--- src/rtl/fse_ram.sv ---
// generic single-write, single-read ram with registered read data
module fse_ram #(
    parameter int unsigned WIDTH = 64,
    parameter int unsigned DEPTH = 64,
    localparam int unsigned AW   = (DEPTH > 1) ? $clog2(DEPTH) : 1
) (
    input  logic             i_clk,
    input  logic             i_we,
    input  logic [AW-1:0]    i_waddr,
    input  logic [WIDTH-1:0] i_wdata,
    input  logic [AW-1:0]    i_raddr,
    output logic [WIDTH-1:0] o_rdata
);

    logic [WIDTH-1:0] r_mem [DEPTH];
    logic [WIDTH-1:0] r_rdata;

    always_ff @(posedge i_clk) begin
        if (i_we) begin
            r_mem[i_waddr] <= i_wdata;
        end
        r_rdata <= r_mem[i_raddr];
    end

    assign o_rdata = r_rdata;

endmodule
--- config.mk ---
export PLATFORM = sky130hd
export DESIGN_NAME = fse_ram
export DESIGN_NICKNAME = d
export VERILOG_FILES = /design/src/rtl/fse_ram.sv
export SDC_FILE = /design/constraint.sdc
export NUM_CORES = 2
export LEC_CHECK = 0
export BUFFER_PORTS_ARGS = -buffer_cell sky130_fd_sc_hd__buf_4
export CORE_MARGIN = 5
export CORE_UTILIZATION = 50
export CTS_CLUSTER_DIAMETER = 150
export CTS_CLUSTER_SIZE = 40
export DETAILED_ROUTE_END_ITERATION = 12
export PLACE_DENSITY = 0.7
export SYNTH_ARGS = -nofsm -noshare
export SYNTH_HDL_FRONTEND = slang
export SYNTH_SLANG_ARGS = --single-unit
--- constraint.sdc ---
create_clock -name i_clk -period 14.7 [get_ports i_clk]
set_input_delay 2.94 -clock i_clk [delete_from_list [all_inputs] [get_ports i_clk]]
set_output_delay 2.94 -clock i_clk [all_outputs]
set_load 0.02 [all_outputs]
==> key figures <==
Outcome
  • Status: finished, final reports clean

Timing
  • Skew final: 43.2 ps
  • Endpoints failing setup: 0
  • Hold Fails Final Rpt: 0
  • Crit share post-route: 44.5%
  • Max_slew headroom: 10.4%
  • Crit path time final: approximately 6500 ps
  • FMAX: 0.153 GHz
  • Worst slew pin tran: 1340 ps
  • Slew Limit Fails: 0
  • TNS Setup: 0 ps
  • RSZ-0062 raised after global routing: no

Yosys
  • #FFs+latches synth: around 4200
  • Synth Net Count: 6676
  • Commonest register cell after synthesis: edfxtp_1
  • FFs w/ async S/R, synth: 0%
  • Mapped Avg Cell Area: 23.7 um2
  • Synth warn: 0
  • Post-synthesis mux area share: 15.6%
  • Register area share after synthesis: 79.5%
  • Post-synthesis simple-gate area fraction: 1.24%
  • Yosys top cell area share: 78.7%
  • Top post-synthesis cells by area: edfxtp_1 79%, mux4_2 15%, mux2i_1 0.86%
  • Synth Instances: about 6600
  • Main combinational cell family by area after synthesis: multiplexers
  • Number of synthesized flops with an enable pin: about 4100
  • Synth cell types: 33
  • Synthesized-area fraction occupied by adder cells: 0%
  • Yosys top cell by area: edfxtp_1
  • Post-synthesis xor/xnor area fraction: 0%
  • Post-Syn Area: 156000 um2
  • Post-synthesis compound-gate area fraction: 2.48%

Floorplanning
  • Die area: roughly 320000 um2
  • Die height: between 500 and 600 um
  • Starting Density: between 50% and 60%
  • Core footprint: 312000 um2
  • Std cell rows: 205
  • Ports: 142
  • Die X: roughly 570 um

Clocking
  • CTS sink cnt: approximately 4200
  • Post-CTS Setup Repair Bufs: 0
  • Clock root buffer master: clkbuf_16
  • Clock slew at reported path FFs: around 130 ps
  • Clock Latency Late Sink: 860 ps
  • Number of H-tree levels: 3
  • PostCTS Resize Cnt: 0
  • Clock buffer depth: 3
  • Post-CTS Hold Buffers: 0
  • Num CTS Buffers: between 100 and 150
  • CTS tree: done

Setup path
  • Arr. time, crit path: approximately 7200 ps
  • Startpoint Class: input pin
  • Critical path fanouts, max: 80
  • Data required time of the worst path: about 15000 ps
  • Kind of critical path: in -> reg
  • Crit path capture type: flip-flop

Layout
  • Most common cell after layout, fill and taps aside: edfxtp_1
  • Layout area overhead: 6.40%
  • Layout cells sized above 1: 23.4%
  • Most frequent cells in the layout: 4096 x edfxtp_1, 1024 x mux4_2, 323 x buf_4
  • Final nets: 6758

GRT
  • First-pass GRT wire length: 574 mm
  • GRT Residual Overflow: 0
  • GRT Total Usage: 25.2%
  • Initial antenna violation count: 24
  • Vias in the first global route: around 73000
  • Largest net degree at the start of global routing: 120

Power
  • Total power: 19.1 mW
  • VDD IR-drop max: 0.150 mV
  • Sequential Power Share: 69.1%
  • Gate power share: 5.8%
  • Pleak: 49.9 nW
  • Clk network pwr share: roughly a quarter
  • Int Pwr: 15.1 mW
  • Switching component of the power: between 4 and 5 mW
  • Sw Ratio: 21.1%
  • PwrDens: ~110 nW/um2

Place
  • HPWL Detailed: 217 mm
  • IO buf count: 141
  • Gp weighted congestion: 0.780

Routing
  • Drt first-iter violations: 11900
  • Vias/cell: 6.78
  • Vias: 74200
  • 1st-pass router iterations: 8
  • Post-route ant nets: 0
  • Drt drc: 0
  • Drt wl/cell: approximately 38 um
  • WL final: 413 mm

Job
  • Max-Cap Viols: 0

Min path
  • Hold crit path type: reg -> reg
==> power by group through the flow <==
stage	sequential (mW)	combinational (mW)	clock (mW)
6_report	13.2	1.11	4.79
4_1_cts	13.2	1.12	4.84
5_1_grt	13.2	1.18	5.27
2_1_floorplan	13.4	0.612	0
3_3_place_gp	13.4	1.10	0
3_5_place_dp	13.5	1.12	0
==> layer usage <==
layer	part of all wire, %	global-route usage (%)
met4	3.3	7.38
met3	11	5.02
met1	38	36.0
met2	48	40.1
met5	0.0077	0
==> final timing paths <==
kind,start,to,slack [ps],depth (start not counted)
setup / recovery,i_raddr[2],o_rdata[29]$_DFF_P_,8160,8
hold / removal,r_mem[53][0]$_DFFE_PP_,o_rdata[0]$_DFF_P_,870,4
setup reg to reg,r_mem[47][11]$_DFFE_PP_,o_rdata[11]$_DFF_P_,12490,5
hold reg to reg,r_mem[53][0]$_DFFE_PP_,o_rdata[0]$_DFF_P_,870,4
==> cells by family after synthesis <==
logic type             Yosys count
and+or+nand+nor                386
DFF                           4160
muxes                         1159
AOI/OAI and AO/OA              504
buffers and inverters          389
==> registers in the layout, summed over array words and instances (netlist names) <==
signal and cells:
o_rdata 64, r_mem 4096
==> synth_stat cells, drive strengths merged, types with 38 or more instances <==
library cell,number
a211oi,63
nand3,45
nor2,112
buf,230
a22oi,168
edfxtp,4096
mux2i,135
mux4,1024
nand2,58
dfxtp,64
and3,64
a22o,88
o22ai,83
clkbuf,140
o221ai,38
==> worst max-delay path, stage by stage <==
cell and delay (ps):
buf_8 610, buf_4 700, buf_4 780, buf_4 780, mux4_2 410, or3_1 330
a41oi_1 320, a211oi_1 80
==> area by class of cell <==
class	count	area, um2
fillers	23000	145000
flip-flops and latches	4160	124000
diodes	17	42.5
clock inverters	7	116
clock buffers	202	3200
well taps	4140	5180
repair buffers	336	2680
multi-input cells	2049	30800
inverters	19	71.3
==> stage by stage <==
step / instances / hold slack [ps] / area (um2) / utilization, % / setup WS [ps]
floorplan: 6598 / 788 / 156000 / - / 6320
global placement: 10700 / 833 / 163000 / 52.3 / 7200
detailed placement: 10700 / 831 / 163000 / 52.3 / 7250
CTS: 10900 / 871 / 166000 / 53.4 / 8150
global route: 10900 / 905 / 166000 / 53.4 / 7860
finish: 10900 / 865 / 166000 / 53.4 / 8160
Power figures use the tool's default switching activity.
